<file path="src/rtl/core/zncc_pkg.sv">
// Shared constants for the ZNCC matching cost pipeline.
package zncc_pkg;

  localparam int unsigned SUM_BITS_DEF    = 17;
  localparam int unsigned SQ_BITS_DEF     = 25;
  localparam int unsigned N_BITS          = 9;
  localparam int unsigned COST_BITS       = 16;
  localparam int unsigned FRAC_BITS       = 15;
  localparam logic [N_BITS-1:0] N_RESET   = 9'd81;

endpackage

</file>
<file path="src/rtl/core/zncc_div.sv">
// Pipelined restoring divide to Q1.15 with sign and saturation.
module zncc_div #(
  parameter int unsigned P = 34
) (
  input  logic                               clk_i,
  input  logic                               rst_ni,
  input  logic                               en_i,
  input  logic                               vld_i,
  input  logic signed [P:0]                  num_i,
  input  logic [P-1:0]                       root_i,
  output logic                               vld_o,
  output logic [zncc_pkg::COST_BITS-1:0]     cost_o,
  output logic                               zden_o
);
  import zncc_pkg::*;

  localparam int unsigned NS = FRAC_BITS + 1;

  logic                 vld_q  [NS];
  logic [P-1:0]         r_q    [NS];
  logic [P-1:0]         root_q [NS];
  logic [FRAC_BITS-1:0] q_q    [NS];
  logic                 sat_q  [NS];
  logic                 neg_q  [NS];
  logic                 zero_q [NS];

  logic                 out_vld_q;
  logic [COST_BITS-1:0] cost_q;
  logic                 zden_q;

  // setup: magnitude, saturation and zero-root flags
  logic [P:0] amag;
  assign amag = num_i[P] ? -num_i : num_i;

  always_ff @(posedge clk_i or negedge rst_ni) begin
    if (!rst_ni) begin
      vld_q[0] <= 1'b0;
    end else if (en_i) begin
      vld_q[0] <= vld_i;
    end
  end

  always_ff @(posedge clk_i) begin
    if (en_i) begin
      r_q[0]    <= amag[P-1:0];
      root_q[0] <= root_i;
      q_q[0]    <= '0;
      sat_q[0]  <= amag[P-1:0] >= root_i;
      neg_q[0]  <= num_i[P];
      zero_q[0] <= root_i == '0;
    end
  end

  for (genvar k = 1; k < NS; k++) begin : g_step
    logic [P:0] r_sh;
    logic       ge;

    assign r_sh = {r_q[k-1], 1'b0};
    assign ge   = r_sh >= {1'b0, root_q[k-1]};

    always_ff @(posedge clk_i or negedge rst_ni) begin
      if (!rst_ni) begin
        vld_q[k] <= 1'b0;
      end else if (en_i) begin
        vld_q[k] <= vld_q[k-1];
      end
    end

    always_ff @(posedge clk_i) begin
      if (en_i) begin
        r_q[k]    <= ge ? P'(r_sh - {1'b0, root_q[k-1]}) : r_sh[P-1:0];
        root_q[k] <= root_q[k-1];
        q_q[k]    <= {q_q[k-1][FRAC_BITS-2:0], ge};
        sat_q[k]  <= sat_q[k-1];
        neg_q[k]  <= neg_q[k-1];
        zero_q[k] <= zero_q[k-1];
      end
    end
  end

  // final: sign, saturation, zero root
  logic [COST_BITS-1:0] mag_d, cost_d;
  always_comb begin
    mag_d = sat_q[NS-1] ? {1'b1, {FRAC_BITS{1'b0}}} : {1'b0, q_q[NS-1]};
    if (zero_q[NS-1]) begin
      cost_d = '0;
    end else if (neg_q[NS-1]) begin
      cost_d = -mag_d;
    end else if (sat_q[NS-1]) begin
      cost_d = {1'b0, {FRAC_BITS{1'b1}}};
    end else begin
      cost_d = mag_d;
    end
  end

  always_ff @(posedge clk_i or negedge rst_ni) begin
    if (!rst_ni) begin
      out_vld_q <= 1'b0;
    end else if (en_i) begin
      out_vld_q <= vld_q[NS-1];
    end
  end

  always_ff @(posedge clk_i) begin
    if (en_i) begin
      cost_q <= cost_d;
      zden_q <= zero_q[NS-1];
    end
  end

  assign vld_o  = out_vld_q;
  assign cost_o = cost_q;
  assign zden_o = zden_q;

endmodule

</file>
<file path="config.mk">
export PLATFORM = sky130hd
export DESIGN_NAME = zncc_div
export DESIGN_NICKNAME = d
export VERILOG_FILES = /design/src/rtl/core/zncc_pkg.sv /design/src/rtl/core/zncc_div.sv
export SDC_FILE = /design/constraint.sdc
export NUM_CORES = 2
export LEC_CHECK = 0
export ABC_AREA = 1
export ABC_CLOCK_PERIOD_IN_PS = 5600
export BUFFER_PORTS_ARGS = -buffer_cell sky130_fd_sc_hd__buf_2
export CAP_MARGIN = 10
export CORE_MARGIN = 4
export CORE_UTILIZATION = 60
export DETAILED_ROUTE_END_ITERATION = 10
export PLACE_DENSITY = 0.77
export SYNTH_ARGS = -nofsm -noshare
export SYNTH_HDL_FRONTEND = slang
export SYNTH_SLANG_ARGS = --single-unit
</file>
<file path="constraint.sdc">
create_clock -name clk_i -period 5.6 [get_ports clk_i]
set_input_delay 1.12 -clock clk_i [delete_from_list [all_inputs] [get_ports clk_i]]
set_output_delay 1.12 -clock clk_i [all_outputs]
set_load 0.02 [all_outputs]
</file>
After elaboration in Yosys (flattened, before gate mapping):

Memories as Yosys holds them, arrays and structs flattened.
Index checks and enable logic that the tools add are counted.

* add/sub/neg operators: 17
* magnitude comparators: 16
* mux-type cells: 21
* reductions and logical operators: 1

Operators with widths (count)
* $mux W34: 16
* $ge A35 B34 Y1: 15
* $sub A34 B34 Y34: 15
* $mux W16: 3
* $ge A34 B34 Y1: 1
* $logic_not A34 Y1: 1
* $neg A34 Y34: 1
* $neg A16 Y16: 1
* $mux W1: 2

* RAM bits: 1376
* flip-flop bits (word level): 34
* memories: 6

Memory list
* r_q: depth 16, bits a word 34, rd ports 15, clocked after memory_dff 0, write ports 16, line zncc_div.sv:20 `logic [P-1:0] r_q [NS];`
* root_q: depth 16, bits a word 34, rd ports 15, clocked after memory_dff 0, write ports 16, line zncc_div.sv:21 `logic [P-1:0] root_q [NS];`
* q_q: depth 16, bits a word 15, rd ports 16, clocked after memory_dff 0, write ports 16, line zncc_div.sv:22 `logic [FRAC_BITS-1:0] q_q [NS];`
* neg_q: depth 16, bits a word 1, rd ports 16, clocked after memory_dff 0, write ports 16, line zncc_div.sv:24 `logic neg_q [NS];`
* sat_q: depth 16, bits a word 1, rd ports 16, clocked after memory_dff 0, write ports 16, line zncc_div.sv:23 `logic sat_q [NS];`
* zero_q: depth 16, bits a word 1, rd ports 16, clocked after memory_dff 0, write ports 16, line zncc_div.sv:25 `logic zero_q [NS];`

Logic depth before layout (Yosys ltp):

An unclocked memory read counts as a cell.

* word-level depth: 4
* mapped depth: 19
* mapped depth without buffers: 19

Worst setup path before layout:

Ideal clock, no wire load.

* path kind: input port to flip-flop
* from: input num_i[0]
* to: memory sat_q[0][0] (data pin)
* library setup time: 138 ps
* data arrival time: 3266 ps
* slack: 2196 ps
* buffers on the path: 0
* stages: 18
* data required time: 5462 ps
* cell sequence: inv_1 ha_1 nand4_1 nor2_1 nand2_1 inv_2 nand3_1 o21ai_2 nand2_1 nand2_1 nand2_1 ha_1 nand2_1 nor2_1 nand2_1 nor4_1 nand4_1 nand4_1

RTL lines
* start, declared: line zncc_div.sv:9 `input logic signed [P:0] num_i,`
* end, declared: line zncc_div.sv:23

==> results.yml <==
synth:
  synth_xor_area_share_pct: 2.99
  synth_top_cell_by_area: "edfxtp_1"
  async_flop_share_pct: 1.39
  synth_fa_ha_area_share_pct: 8.64
  synthDominantCellAreaShare_pct: 44.0
  ys_types: 44
  yosys.cell_count.top_type: "nand2_1"
  synthSimpleGateAreaFrac_pct: 29.1
  seq_area_frac_synth_pct: 44.6
  synth_top_family_by_area: "simple AND/OR/NAND/NOR gates"
  synth-main-ff-cell: "edfxtp_1"
  synth.avg_cell_area_sq_um: 7.64
  synth_mux_area_share_pct: 0.0137
  syn_inst: 10755
  ys_seq_elements: 1222
  yosys-top-cells-area: "edfxtp_1 (44%), nand2_1 (19%), inv_1 (8.9%)"
  synth_edf_count: 1205
  ys_top_cells_by_count: "nand2_1 (4124), inv_1 (1952), edfxtp_1 (1205)"
  synth_compound_area_share_pct: 4.51
  synth_warnings: 0
  netlist_area_sq_mm: 0.0821
  synth_nets: 11387
grt:
  overflow: 0
  grt_max_degree: 146
  met1_usage_pct: 44.6
  grt_usage_pct: 37.2
  antenna_found_initial: 17
  top_usage_layer: "met2"
  met3_usage_pct: 7.42
  grt_pass1_wl_microns: 401000
  use_met2_pct: 62.0
  grt_pass1_vias: 68553
critical_path:
  r2r_start: "r_q[1][175]$_DFFE_PP_"
  regToRegSetupSlack_ns: 2.27
  worstRegToRegCells: 10
  path_class: "input pin to flop"
  r2r-end: "r_q[1][227]$_DFFE_PP_"
  cp_max_fo: 7
  cp-start-kind: "input pin"
  end_kind: "flop"
  required_ns: 6.23
  crit_arrival_ns: 4.08
placed_design:
  place.gp.congestion: 1.04
  port_buffers: 90
  dp_hpwl_microns: 212000
  placedCellCount: 12543
clocking:
  clockBufferDepth: 3
  tritoncts: "built"
  root_buffer: "clkbuf_16"
  cts_buffers: 137
  cts_resized: 0
  clk_pin_slew_ns: 0.06
  clock_latency_ns: 0.81
  cts_sinks: 1222
  cts_setup_buffers: 0
  hold_buffers: 0
  cts_max_level: 4
power:
  powerDensity_mw_per_mm2: 550
  leakagePower_uw: 0.0453
  ir_drop_mv: 0.491
run_status:
  status: "complete, but fails checks"
  violations: "DRC"
sta:
  fmax_mhz: 290
  finalSetupViolCount: 0
  rsz0062_at_grt: "false"
  tns_ns: 0
  skew_ns: 0.0414
  period_share_pct: 61.6
  max_slew_margin_pct: 11.2
  worst_pin_slew_ns: 1.33
  drv_slew: 0
  hold_viol: 0
  period_needed_ns: 3.45
floorplanning:
  initial_core_util_pct: 60.5
  core.rowCount: 135
  ioPinCount: 91
  die_h_microns: 378
  dieArea_sq_mm: 0.143
  die_w_microns: 378
  core_area_sq_mm: 0.136
route:
  firstDrtPassIters: 11
  ant_nets: 0
  drt_wl_total_microns: 268000
  wire_per_inst_microns: 21.0
  viasPerCell: 5.62
  drc_errors: 1
  vias: 71914
  drt_iter0_drc: 7638
run:
  drv_cap: 0
final_layout:
  fin_nets: 11534
  stdcell_count: 12805
  syn2layout_area_growth_pct: 8.26
  drive_gt1_share_pct: 4.32
hold_path:
  hold_class: "input pin to asynchronous set/reset pin"
==> stage by stage <==
step	hold WS [ns]	util [%]	total power [uW]	instance area, sq um	worst slack, ns
final	0.243	65.5	48900	88900	2.15
after global placement	0.400	62.0	38400	84300	1.46
after CTS	0.222	65.5	48300	88900	2.18
after floorplan	0.400	-	31700	82100	2.20
after detailed placement	0.405	62.0	38900	84300	1.41
after global routing	0.243	65.5	52200	88900	1.81
==> cells in the final DEF (no fill, tap or decap), drive strengths merged, types with 24 or more instances in the layout <==
cell type	count
nand4	86
clkinv	55
inv	2002
o21ai	217
edfxtp	1205
a21oi	447
nand2	4181
or2	24
nor2	904
buf	107
nand3	504
nand3b	97
xnor2	55
ha	545
nor3	63
o21bai	29
xor2	225
clkbuf	159
==> cells by family after synthesis <==
| family | count (synthesis) |
|---|---|
| and+or+nand+nor | 5888 |
| buffers and inverters | 2089 |
| DFF | 1222 |
| AOI/OAI and AO/OA | 716 |
| adders and majority gates | 559 |
| xor gates and xnor gates | 280 |
| muxes | 1 |
==> how the worst max path moves through the flow <==
stage	from	to	slack, ns	cells after the start
finish	num_i[0]	sat_q[0][0]$_DFFE_PP_	2.15	19
floorplan	num_i[0]	sat_q[0][0]$_DFFE_PP_	2.20	18
CTS	num_i[0]	sat_q[0][0]$_DFFE_PP_	2.18	19
detailed placement	num_i[0]	sat_q[0][0]$_DFFE_PP_	1.41	19
global placement	num_i[0]	sat_q[0][0]$_DFFE_PP_	1.46	19
global route	num_i[0]	sat_q[0][0]$_DFFE_PP_	1.81	19
==> layer usage <==
metal / part of all wire (%) / vias up
li1: - / 34231
met1: 38 / 33331
met2: 47 / 3416
met3: 8.3 / 932
met4: 7.2 / 4
met5: 0.0082 / -
==> worst max-delay path: stages <==
cell and delay [ns]:
buf_2 0.11, inv_1 0.11, ha_1 0.22, nand4_1 0.13, nor2_1 0.15, nand2_1 0.13
inv_2 0.09, nand3_1 0.17, o21ai_2 0.35, nand2_1 0.09, nand2_1 0.07, nand2_1 0.09
ha_1 0.28, nand2_1 0.08, nor2_1 0.15, nand2_1 0.11, nor4_1 0.31, nand4_1 0.17
nand4_1 0.14
==> report_power, final <==
group | internal, uW | total (uW) | switching (uW)
Combinational | 7550 | 24400 | 16800
Clock | 5280 | 9300 | 4020
Sequential | 13400 | 15200 | 1860
==> flip-flops by register name (all words and copies together) (netlist names) <==
signal and cells:
sat_q 16, zden_o 1, vld_q 16, vld_o 1, cost_o 16, r_q 510, neg_q 16, zero_q 16
q_q 120, root_q 510
==> layout make-up <==
| class | instances | area [sq um] |
|---|---|---|
| fill | 11604 | 46900 |
| multi-input combinational | 7444 | 37200 |
| sequential | 1222 | 36600 |
| inverter | 1989 | 7500 |
| clock buffer | 158 | 3570 |
| tap | 1781 | 2230 |
| clock inverter | 92 | 1070 |
| timing repair buffer | 108 | 763 |
| antenna | 11 | 27.5 |
(Power assumes the default switching activity.)
